$ cat src/rtl/tls_pkg.sv
package tls_pkg;

    localparam int SAMPLE_BITS      = 24;
    localparam int SINE_TABLE_DEPTH = 1024;
    localparam int SHAPER_SCALE_Q15 = 20861;

    localparam int SINE_ADDR_W = $clog2(SINE_TABLE_DEPTH);
    localparam int SINE_W      = 17;
    localparam int LFO_W       = 17;

    localparam int CORDIC_STEPS = 30;
    localparam int STEP_W       = $clog2(CORDIC_STEPS);
    localparam int ANG_TAB_W    = 31;
    localparam int ANG_W        = 33;
    localparam int CORD_W       = SAMPLE_BITS + 18;
    localparam int RES_W        = SAMPLE_BITS + 2;
    localparam int RAD_W        = SAMPLE_BITS + 3;
    localparam int MUL_W        = 34;
    localparam int PROD_W       = 64;

    localparam longint CORDIC_GAIN_Q30 = 652032874;
    localparam longint QUARTER_TURN    = 64'sd1073741824;
    localparam longint HALF_TURN       = 64'sd2147483648;
    localparam longint SINE_STEP       = 64'sd4294967296 / SINE_TABLE_DEPTH;

    localparam logic [30:0] TWO_PI_Q28 = 31'd1686629713;
    localparam logic [31:0] SQ_T48     = 32'd2061584302;
    localparam logic [31:0] SQ_T50     = 32'd2147483648;
    localparam logic [31:0] SQ_T98     = 32'd4209067950;

    localparam int CFG_W     = 24;
    localparam int CFG_IDX_W = 3;

    typedef enum logic [CFG_IDX_W-1:0] {
        REG_SHAPER_ENABLE   = 3'd0,
        REG_SHAPER_GAIN     = 3'd1,
        REG_WAVE_SELECT     = 3'd2,
        REG_RATE_MULTIPLIER = 3'd3,
        REG_DEPTH_ONE       = 3'd4,
        REG_RATE_ONE_STEP   = 3'd5,
        REG_MOD_DEPTH_STEP  = 3'd6,
        REG_RATE_TWO_STEP   = 3'd7
    } t_reg_idx;

    typedef enum logic [1:0] {
        WAVE_SINE   = 2'd0,
        WAVE_TRI    = 2'd1,
        WAVE_SQUARE = 2'd2,
        WAVE_RING   = 2'd3
    } t_wave;

    typedef enum logic [4:0] {
        OP_NONE,
        OP_LOAD,
        OP_SIN1,
        OP_LFO1,
        OP_GMUL,
        OP_GAIN,
        OP_INC,
        OP_PHASE,
        OP_CH,
        OP_SHV,
        OP_CORD,
        OP_RAD,
        OP_RADR,
        OP_SCL,
        OP_SCLR,
        OP_OUTM,
        OP_OUTR,
        OP_EMIT
    } t_op;

    typedef struct packed {
        t_op               op;
        logic [STEP_W-1:0] step;
        logic              ch;
        logic              neg;
    } t_cmd;

    typedef struct packed {
        logic shaper_on;
        logic v_neg;
    } t_status;

    typedef logic [ANG_TAB_W-1:0] t_ang_tab [CORDIC_STEPS];

    localparam t_ang_tab CORDIC_ANGLE = '{
        31'd536870912, 31'd316933406, 31'd167458907, 31'd85004756, 31'd42667331,
        31'd21354465, 31'd10679838, 31'd5340245, 31'd2670163, 31'd1335087,
        31'd667544, 31'd333772, 31'd166886, 31'd83443, 31'd41722,
        31'd20861, 31'd10430, 31'd5215, 31'd2608, 31'd1304,
        31'd652, 31'd326, 31'd163, 31'd81, 31'd41,
        31'd20, 31'd10, 31'd5, 31'd3, 31'd1
    };

    typedef logic signed [SINE_W-1:0] t_sine_tab [SINE_TABLE_DEPTH];

    function automatic t_sine_tab build_sine_tab();
        t_sine_tab tab;
        longint    a;
        longint    x;
        longint    y;
        longint    z;
        longint    dx;
        longint    dy;
        longint    s;
        for (int k = 0; k < SINE_TABLE_DEPTH; k++) begin
            a = longint'(k) * SINE_STEP;
            if (a >= HALF_TURN) a = a - 2 * HALF_TURN;
            if (a > QUARTER_TURN) a = HALF_TURN - a;
            if (a < -QUARTER_TURN) a = -HALF_TURN - a;
            x = CORDIC_GAIN_Q30;
            y = 0;
            z = a;
            for (int i = 0; i < CORDIC_STEPS; i++) begin
                dx = y >>> i;
                dy = x >>> i;
                if (z >= 0) begin
                    x = x - dx;
                    y = y + dy;
                    z = z - longint'(CORDIC_ANGLE[i]);
                end else begin
                    x = x + dx;
                    y = y - dy;
                    z = z + longint'(CORDIC_ANGLE[i]);
                end
            end
            s = (y + 64'sd16384) >>> 15;
            if (s > 32768) s = 32768;
            if (s < -32768) s = -32768;
            tab[k] = s[SINE_W-1:0];
        end
        return tab;
    endfunction

    localparam t_sine_tab SINE_TAB = build_sine_tab();

endpackage

$ cat src/rtl/tls_ctrl.sv
module tls_ctrl
    import tls_pkg::*;
(
    input  logic    i_clk,
    input  logic    i_rst_n,
    input  logic    i_in_valid,
    output logic    o_in_ready,
    input  logic    i_out_ready,
    output logic    o_out_valid,
    input  t_status i_status,
    output t_cmd    o_cmd
);

    typedef enum logic [4:0] {
        S_IDLE, S_SIN1, S_LFO1, S_GMUL, S_GAIN, S_INC, S_PHASE, S_CH, S_SHV,
        S_CORD, S_RAD, S_RADR, S_SCL, S_SCLR, S_OUTM, S_OUTR, S_EMIT
    } t_state;

    t_state            r_state;
    logic              r_out_valid;
    logic              r_ch;
    logic              r_neg;
    logic [STEP_W-1:0] r_step;
    logic              emit_ok;

    assign emit_ok     = !r_out_valid || i_out_ready;
    assign o_in_ready  = (r_state == S_IDLE);
    assign o_out_valid = r_out_valid;

    always_comb begin
        o_cmd.op   = OP_NONE;
        o_cmd.step = r_step;
        o_cmd.ch   = r_ch;
        o_cmd.neg  = r_neg;
        case (r_state)
            S_IDLE:  if (i_in_valid) o_cmd.op = OP_LOAD;
            S_SIN1:  o_cmd.op = OP_SIN1;
            S_LFO1:  o_cmd.op = OP_LFO1;
            S_GMUL:  o_cmd.op = OP_GMUL;
            S_GAIN:  o_cmd.op = OP_GAIN;
            S_INC:   o_cmd.op = OP_INC;
            S_PHASE: o_cmd.op = OP_PHASE;
            S_CH:    o_cmd.op = OP_CH;
            S_SHV:   o_cmd.op = OP_SHV;
            S_CORD:  o_cmd.op = OP_CORD;
            S_RAD:   o_cmd.op = OP_RAD;
            S_RADR:  o_cmd.op = OP_RADR;
            S_SCL:   o_cmd.op = OP_SCL;
            S_SCLR:  o_cmd.op = OP_SCLR;
            S_OUTM:  o_cmd.op = OP_OUTM;
            S_OUTR:  o_cmd.op = OP_OUTR;
            S_EMIT:  if (emit_ok) o_cmd.op = OP_EMIT;
            default: o_cmd.op = OP_NONE;
        endcase
    end

    always_ff @(posedge i_clk) begin
        if (!i_rst_n) begin
            r_state     <= S_IDLE;
            r_out_valid <= 1'b0;
            r_ch        <= 1'b0;
            r_neg       <= 1'b0;
            r_step      <= '0;
        end else begin
            if (r_state == S_EMIT && emit_ok) begin
                r_out_valid <= 1'b1;
            end else if (r_out_valid && i_out_ready) begin
                r_out_valid <= 1'b0;
            end
            case (r_state)
                S_IDLE: begin
                    if (i_in_valid) r_state <= S_SIN1;
                end
                S_SIN1:  r_state <= S_LFO1;
                S_LFO1:  r_state <= S_GMUL;
                S_GMUL:  r_state <= S_GAIN;
                S_GAIN:  r_state <= S_INC;
                S_INC:   r_state <= S_PHASE;
                S_PHASE: begin
                    r_ch    <= 1'b0;
                    r_state <= S_CH;
                end
                S_CH: begin
                    r_state <= i_status.shaper_on ? S_SHV : S_OUTM;
                end
                S_SHV: begin
                    r_neg   <= i_status.v_neg;
                    r_step  <= '0;
                    r_state <= S_CORD;
                end
                S_CORD: begin
                    if (r_step == STEP_W'(CORDIC_STEPS - 1)) begin
                        r_state <= S_RAD;
                    end else begin
                        r_step <= r_step + 1'b1;
                    end
                end
                S_RAD:  r_state <= S_RADR;
                S_RADR: r_state <= S_SCL;
                S_SCL:  r_state <= S_SCLR;
                S_SCLR: begin
                    if (r_neg) begin
                        r_neg   <= 1'b0;
                        r_step  <= '0;
                        r_state <= S_CORD;
                    end else begin
                        r_state <= S_OUTM;
                    end
                end
                S_OUTM: r_state <= S_OUTR;
                S_OUTR: begin
                    if (!r_ch) begin
                        r_ch    <= 1'b1;
                        r_state <= S_CH;
                    end else begin
                        r_state <= S_EMIT;
                    end
                end
                S_EMIT: begin
                    if (emit_ok) begin
                        r_state <= S_IDLE;
                    end
                end
                default: r_state <= S_IDLE;
            endcase
        end
    end

endmodule

$ cat config.mk
export PLATFORM = sky130hd
export DESIGN_NAME = tls_ctrl
export DESIGN_NICKNAME = d
export VERILOG_FILES = /design/src/rtl/tls_pkg.sv /design/src/rtl/tls_ctrl.sv
export SDC_FILE = /design/constraint.sdc
export NUM_CORES = 1
export LEC_CHECK = 0
export BUFFER_PORTS_ARGS = -buffer_cell sky130_fd_sc_hd__buf_2
export CAP_MARGIN = 30
export CORE_MARGIN = 3
export CORE_UTILIZATION = 51
export DETAILED_ROUTE_END_ITERATION = 8
export GPL_ROUTABILITY_DRIVEN = 0
export PLACE_DENSITY = 0.77
export SYNTH_ARGS = -nofsm -noshare
export SYNTH_HDL_FRONTEND = slang
export SYNTH_SLANG_ARGS = --single-unit
export TNS_END_PERCENT = 30
$ cat constraint.sdc
create_clock -name i_clk -period 2 [get_ports i_clk]
set_input_delay 0.4 -clock i_clk [delete_from_list [all_inputs] [get_ports i_clk]]
set_output_delay 0.4 -clock i_clk [all_outputs]
set_load 0.01 [all_outputs]
==> results of run 1 <==
==> state kept, by name (all words and copies together) (netlist names) <==
name / cells
r_state: 5
o_out_valid: 1
r_neg: 1
r_step: 5
r_ch: 1
==> cells in the final DEF, fill, tap and decap left out, types with 2 or more instances in the layout <==
cell / netlist / routed
sky130_fd_sc_hd__o2111ai_1: 2 / 2
sky130_fd_sc_hd__nor2_1: 11 / 11
sky130_fd_sc_hd__or3b_4: 2 / 2
sky130_fd_sc_hd__a21oi_1: 3 / 3
sky130_fd_sc_hd__o21ai_0: 4 / 4
sky130_fd_sc_hd__nand2_1: 9 / 9
sky130_fd_sc_hd__or3_1: 2 / 2
sky130_fd_sc_hd__inv_1: 4 / 4
sky130_fd_sc_hd__clkbuf_4: 0 / 3
sky130_fd_sc_hd__nor3_1: 5 / 4
sky130_fd_sc_hd__nand2b_1: 3 / 3
sky130_fd_sc_hd__or2_2: 2 / 2
sky130_fd_sc_hd__a21boi_0: 2 / 2
sky130_fd_sc_hd__buf_2: 4 / 19
sky130_fd_sc_hd__dfxtp_1: 13 / 9
sky130_fd_sc_hd__xor2_1: 4 / 4
sky130_fd_sc_hd__ha_1: 2 / 2
sky130_fd_sc_hd__nand3_1: 9 / 9
sky130_fd_sc_hd__dfxtp_2: 0 / 4
==> timing repair <==
item,in CTS,in global routing
setup buffers,0,0
resized for setup,1,4
endpoints found under the setup margin,1,3
==> per-stage QoR <==
stage	setup WS (ns)	hold slack (ns)	power, mW	area (um2)
floorplan	0.337	0.503	0.336	853
global placement	0.332	0.485	0.355	922
detailed placement	0.295	0.497	0.357	922
CTS	0.00245	0.368	0.520	955
global route	0.0917	0.366	0.542	960
finish	0.136	0.370	0.513	960
==> logic make-up (layout without fill, tap and decap cells) <==
kind of cell,Yosys count,count (layout),share of synthesized area (%)
AOI/OAI and AO/OA,23,23,20.4
xor gates and xnor gates,5,5,5.13
adders and majority gates,2,2,2.93
buffers and inverters,13,28,8.06
DFF,13,13,30.5
muxes,2,2,2.49
and+or+nand+nor,49,49,30.5
==> layer usage <==
layer	vias to the layer above	GRT usage, %	share of wire (%)
li1	408	-	-
met1	378	25.3	48
met2	13	26.8	47
met3	0	5.75	4.8
met4	0	0	0
met5	-	0	0
==> area by class of cell <==
cell class | instances | area share (%)
multi-input cells | 81 | 55.1
flip-flops and latches | 13 | 27.6
repair buffers | 20 | 10.7
clock buffers | 3 | 2.35
well taps | 16 | 2.09
inverters | 4 | 1.56
clock inverters | 1 | 0.522
==> worst paths after layout <==
path	startpoint	end	slack (ns)	depth (start not counted)
worst max-delay path	r_state[1]	o_cmd[7]	0.14	4
worst min-delay path	i_status[0]	r_neg	0.37	3
worst max register to register	r_state[3]	r_state[1]	0.36	4
worst min register to register	r_step[4]	r_step[4]	0.51	2
==> power groups by stage <==
stage | clock (mW) | combinational [mW] | sequential (mW)
finish | 0.160 | 0.0717 | 0.281
global route | 0.179 | 0.0808 | 0.283
CTS | 0.168 | 0.0724 | 0.280
detailed placement | 0 | 0.0712 | 0.285
global placement | 0 | 0.0702 | 0.284
floorplan | 0 | 0.0646 | 0.271
==> worst max-delay path, delay by kind of cell (launching register included) <==
| family | cells | cell delay [ns] |
|---|---|---|
| AND/OR/NAND/NOR | 2 | 0.33 |
| AO/OA/AOI/OAI | 1 | 0.28 |
| flip-flops | 1 | 0.40 |
| buffers and inverters | 1 | 0.18 |
==> results by stage, run 1 <==
Outcome:
- The run finished with clean final reports.

Critical path:
- STA puts the critical path data arrival time at 1.46 ns.
- STA classifies the critical path startpoint as a flip-flop.
- STA puts the critical path data required time at 1.60 ns.
- The critical path goes through nor3_2 -> nand2_1 -> a221oi_1 -> buf_2.
- STA classifies the critical path endpoint as an output port.
- On the worst path, the slowest cell contributes a delay of 0.40 ns.
- By startpoint and endpoint, the worst setup path is classified as reg2out.
- The peak fanout along the critical path is 13.
- Among all stages on the critical path, the largest delay is contributed by sky130_fd_sc_hd__dfxtp_2.

Layout:
- The layout filler cell count is 163.
- After the flow finishes, the layout carries non-filler instances totaling 138.
- The ratio of cells with drive above 1 in the final layout is 32.0%.
- In the final layout, flip-flops and latches occupy 265 um2.
- 0 antenna diodes ended up in the layout.
- The number of nets in the layout is 131.
- The final core area utilization is 62.3%.
- The layout-stage area growth over the synthesis result is 12.5%.
- The multi-input combinational cells in the finished layout cover a total of 529 um2.

STA:
- The worst path uses 93.2% of the clock period.
- Timing would allow up to 0.537 GHz.
- Setup violations remaining at the end of the flow were counted as 0.
- In this run the tightest slew margin relative to its limit is 76.4%.
- The number of pins with negative max-slew slack in the final report is 0.
- The routed design could run at a clock period as short as 1.86 ns.
- The final hold violation count is 0.
- The transition time at the pin with the least slew margin is 0.353 ns.
- The post-route setup TNS is 0 ns.
- The largest clock skew in the final design is 0.000883 ns.
- Setup repair after global routing left no endpoint under its margin.

Die:
- The die boundary height is 46.9 um.
- The count of boundary I/O pins is 20.
- After floorplanning, the core was divided into 14 placement rows.
- The area of the placeable core is 0.00154 mm2.
- The effective utilization at floorplan is 55.4%.
- Measured along the x axis, the die boundary spans 46.9 um.
- The die outline area is 0.00220 mm2.

Clock network:
- The post-CTS clock slew at the launch and capture registers of the worst setup and hold paths is 0.08 ns.
- The number of clock buffers added by TritonCTS is 3.
- The CTS tree is built.
- The clock passes through at most 2 buffers.
- Counting every sink on the clock net gives 13.
- The insertion delay to the later sink of the worst-skew pair is 0.27 ns.
- Buffers inserted to repair hold after CTS numbered 0.
- The clock root buffer master is sky130_fd_sc_hd__clkbuf_4.
- In this run the number of H-tree levels came out at 1.

Detailed routing:
- The first routing iteration left 15 violations.
- In this run the remaining antenna-violating nets after routing total 0.
- Detailed routing inserted a total of 799 vias.
- The number of remaining DRC errors is 0.
- The via-per-instance ratio is 5.79.
- The count of TritonRoute iterations in the first routing pass is 4.
- Dividing the detail-routed wire length by the instance count gives 12.5 um.
- The total detailed-routing wirelength is 1.73 mm.

Synth:
- The area share of the largest cell type after synthesis is 30.5%.
- The number of flops mapped to enable cells by yosys is 0.
- Synthesis inferred 13 register bits.
- The post-synthesis cell type with the largest combined area is sky130_fd_sc_hd__dfxtp_1.
- For this run, the number of Yosys warnings is 0.
- By area the synthesized netlist is led by sky130_fd_sc_hd__dfxtp_1, sky130_fd_sc_hd__nand3_1, sky130_fd_sc_hd__nor2_1, sky130_fd_sc_hd__xor2_1, sky130_fd_sc_hd__nand2_1.
- In the post-synthesis netlist, the cell with the most instances is sky130_fd_sc_hd__dfxtp_1.
- The synthesized instance count is 107.
- Yosys mapped the design onto 41 distinct sky130hd cell types.
- The share of the yosys chip area belonging to registers is 30.5%.
- The async set-or-reset flop fraction in the synthesized netlist is 0%.
- Sorting the synthesized cells by how often they occur yields sky130_fd_sc_hd__dfxtp_1, sky130_fd_sc_hd__nor2_1, sky130_fd_sc_hd__nand2_1, sky130_fd_sc_hd__nand3_1, sky130_fd_sc_hd__nor3_1.
- The mapped netlist covers 853 um2.
- The number of nets in the synthesized netlist is 115.
- The flip-flop cell with the highest count after synthesis is sky130_fd_sc_hd__dfxtp_1.
- Each instance of the synthesized netlist takes up on average 7.97 um2.

Placement:
- The number of buffers added on ports is 19.
- The number of placed cells counting well taps is 134.
- Summed over all nets, the half-perimeter wirelength after detailed placement is 1.24 mm.

GRT:
- In the global route stage, overall resource usage came out at 17.4%.
- The via count of the first global-routing pass was 667.
- The final global-route overflow total is 0.
- The maximum number of pins on one net before global-route repair is 18.
- The number of antenna violations at the first check in global routing is 0.
- The first-pass GRT wire length is 2.82 mm.

Min path:
- The type of the tightest min-delay check is in2reg.

Power and ir drop:
- In this run, flip-flops and latches consume 54.7% of the power.
- The share of total power consumed by net switching is 27.3%.
- The internal portion of the total power is 0.373 mW.
- The portion of total power attributed to the clock network is 31.3%.
- For this design the total switching power over the nets is 0.140 mW.
- In this run the power density over the cells is 534 mW/mm2.
- The combinational cell fraction of total power is 14.0%.
- In this run the static leakage power is 0.413 nW.
- VDD sags by at most 506 uV.

Run:
- The tool flagged a number of max-cap violations equal to 0.
No activity file was read; power rests on OpenSTA's default activity.
==> run 2: changes to the inputs <==
--- a/config.mk
+++ b/config.mk
@@ -7,11 +7,13 @@
 export LEC_CHECK = 0
 export BUFFER_PORTS_ARGS = -buffer_cell sky130_fd_sc_hd__buf_2
 export CAP_MARGIN = 30
+export CORE_ASPECT_RATIO = 0.7
 export CORE_MARGIN = 3
-export CORE_UTILIZATION = 51
+export CORE_UTILIZATION = 46
 export DETAILED_ROUTE_END_ITERATION = 8
 export GPL_ROUTABILITY_DRIVEN = 0
-export PLACE_DENSITY = 0.77
+export PLACE_DENSITY = 0.74
+export SLEW_MARGIN = 20
 export SYNTH_ARGS = -nofsm -noshare
 export SYNTH_HDL_FRONTEND = slang
 export SYNTH_SLANG_ARGS = --single-unit
==> constraint.sdc (replaced) <==
create_clock -name i_clk -period 1.5 [get_ports i_clk]
set_input_delay 0.3 -clock i_clk [delete_from_list [all_inputs] [get_ports i_clk]]
set_output_delay 0.3 -clock i_clk [all_outputs]
set_load 0.01 [all_outputs]
==> results by stage, run 2 (synthesis gave the netlist of run 1 again) <==
Outcome:
- The flow ran to the end, but the final reports show violations.
- The checks that failed: negative setup slack.

Clock network:
- The number of buffers on the longest clock path is 2 (unchanged).
- The CTS buffer count came to 3 (unchanged).
- The number of buffers inserted for hold repair after clock tree synthesis was 0 (unchanged).
- The clock sink total was 13 (unchanged).
- The insertion delay to the later sink of the worst-skew pair is 0.28 ns (about the same).
- The maximum level of the CTS H-tree is 1 (unchanged).
- TritonCTS built the clock tree.
- The post-CTS clock slew at the launch and capture registers of the worst setup and hold paths is 0.08 ns (about the same).
- The clock root buffer master is sky130_fd_sc_hd__clkbuf_4.

Detailed routing:
- The count of TritonRoute iterations in the first routing pass came to 4 (unchanged).
- The number of remaining DRC errors is 0 (unchanged).
- The overall via count from detail_route came to 1,039 (+30%).
- The detailed-route wire length per cell is 16.9 um (+35%).
- The starting DRC count in detailed routing came to 70 (+55).
- The total detailed-routing wirelength is 2.85 mm (+65%).
- The count of nets left with antenna violations after detail routing is 0 (unchanged).
- The via-per-instance ratio is 6.15 (+6.2%).

GRT:
- The aggregate global-route resource usage is 19.3% (+1.8 points).
- The final global-route overflow total is 0 (unchanged).
- The maximum number of pins on one net before global-route repair is 13 (-5).
- The number of antenna violations at the first check in global routing is 0 (unchanged).
- The via count of the first global-routing pass is 838 (+26%).
- The first-pass GRT wire length came to 3.66 mm (+30%).

STA:
- The part of the cycle the worst path needs is 111%.
- The count of final setup violators is 11 (+11).
- The post-route setup TNS came to -0.856 ns (-0.856 ns).
- The relative max-transition margin is 70.0% (-6.4 points).
- Subtracting the final worst setup slack from the clock period gives 1.66 ns.
- The final worst slack is -0.162 ns (-0.298 ns).
- The final hold violation count is 0 (unchanged).
- The transition time at the pin with the least slew margin is 0.446 ns (+0.0930 ns).
- The number of pins with negative max-slew slack in the final report came to 0 (unchanged).
- The highest attainable clock frequency is 0.602 GHz.
- The largest clock skew in the final design is 0.00467 ns (+0.00379 ns).
- Setup repair after global routing could not meet its margin everywhere.
- The worst slack on hold paths is 0.272 ns (-0.0986 ns).

Critical path:
- STA classifies the critical path startpoint as a flip-flop.
- The depth of the worst register-to-register path came to 5 (+1).
- The startpoint of the worst setup timing path is r_state[1].
- The data required time of the critical path is 1.20 ns (-0.40 ns).
- The worst setup path is captured at an output port.
- The category of the critical setup timing path is reg2out.
- The cell type of the slowest stage on the worst timing path is sky130_fd_sc_hd__dfxtp_4.
- The critical path goes through nor3_4 -> nand2_1 -> a221oi_2 -> buf_2.
- The peak fanout along the critical path came to 7 (-6).
- The data arrival time of the critical path came to 1.36 ns (-0.10 ns).
- The delay of the slowest cell on the worst path came to 0.39 ns (about the same).
- The startpoint identified for the worst register-to-register timing path is r_state[1].

Die:
- The effective utilization at floorplan is 51.2% (-4.2 points).
- The area of the placeable core was 0.00167 mm2 (+8.1%).
- The row count was 12 (-2).
- The count of boundary I/O pins is 20 (unchanged).
- The chip width came to 57.5 um (+23%).
- The die outline area is 0.00242 mm2 (+9.8%).
- The die boundary height was 42.0 um (-10%).

Layout:
- The final design area excluding fillers was 0.00123 mm2 (+29%).
- In the layout the commonest cells are sky130_fd_sc_hd__buf_4, sky130_fd_sc_hd__buf_2, sky130_fd_sc_hd__nor2_1, sky130_fd_sc_hd__nand2_1.
- In the final layout, the registers with the most flip-flops are r_state x5, r_step x5.
- The ratio of cells with drive above 1 in the final layout is 48.0% (+16 points).
- The number of antenna cells inserted came to 0 (unchanged).
- The most frequent standard cell in the layout excluding fill and tap cells is sky130_fd_sc_hd__buf_4.
- The number of nets in the layout came to 157 (+20%).
- The layout-stage area growth over the synthesis result is 44.6%.
- The final cell count without fillers is 169 (+22%).

Placement:
- The number of placed cells counting well taps came to 156 (+16%).
- The HPWL after detailed placement is 1.76 mm (+42%).
- The number of buffers added on ports was 19 (unchanged).
- The total cell area at the placement stage is 0.00107 mm2 (+16%).

Min path:
- The worst hold path begins at i_status[0].
- In this run the worst hold path is classified as in2reg.
- The number of cells on the worst hold path is 3 (unchanged).

Run:
- The max-capacitance violation count came to 0 (unchanged).

Power and ir drop:
- The total design power is 0.757 mW (+48%).
- The power density normalized to cell area is 613 mW/mm2 (+15%).
- The leakage dissipation was 0.560 nW (+36%).
- The highest ir drop seen on vdd is 797 uV (+58%).
## run 2: cell types whose count changed in the layout (fill, tap and decap cells not counted), sizes merged
cell	delta
clkbuf	+1
buf	+25
## run 2: per-layer routing
| layer | track usage (%) | vias to the layer above | wire length (um) |
|---|---|---|---|
| li1 | - | 462 | - |
| met5 | 0 | - | 0 |
| met4 | 4.63 | 0 | 121 |
| met3 | 7.38 | 20 | 286 |
| met1 | 25.4 | 475 | 1170 |
| met2 | 29.5 | 82 | 1280 |
## run 2: final timing paths
check / end / slack [ns]
worst min-delay path: r_neg / 0.27
worst min register to register: r_step[1] / 0.49
worst max-delay path: o_cmd[7] / -0.16
worst max register to register: r_state[1] / -0.06
## run 2: final cells by class
cell class,count,area [um2]
repair buffers,46,314
fillers,110,433
flip-flops and latches,13,274
well taps,21,26.3
clock inverters,1,5.00
clock buffers,3,22.5
multi-input cells,81,577
inverters,4,15.0
## run 2: metrics by stage
stage	util, %	setup slack, ns
2_1_floorplan	-	0.0363
3_3_place_gp	64.0	0.0568
4_1_cts	68.6	-0.224
5_1_grt	74.0	-0.246
3_5_place_dp	64.0	-0.00884
6_report	74.0	-0.162
## run 2: what timing repair did
item                       in CTS  in global routing
setup endpoints to repair       6                 11
setup buffers                   2                  7
resized for setup              13                  7
hold endpoints to repair        0                  0
pin swaps                       4                  7
## run 2: power by group
part	internal (mW)	switching, mW	total, mW
combinational	0.0893	0.0830	0.172
clock	0.0991	0.121	0.221
sequential	0.349	0.0143	0.364
total	0.538	0.219	0.757
## run 2: critical path: cells and delay by family, from the launching register on
family | cells | cell delay (ns)
AOI/OAI and AO/OA | 1 | 0.22
buffers and inverters | 1 | 0.16
DFF | 1 | 0.39
and+or+nand+nor | 2 | 0.31
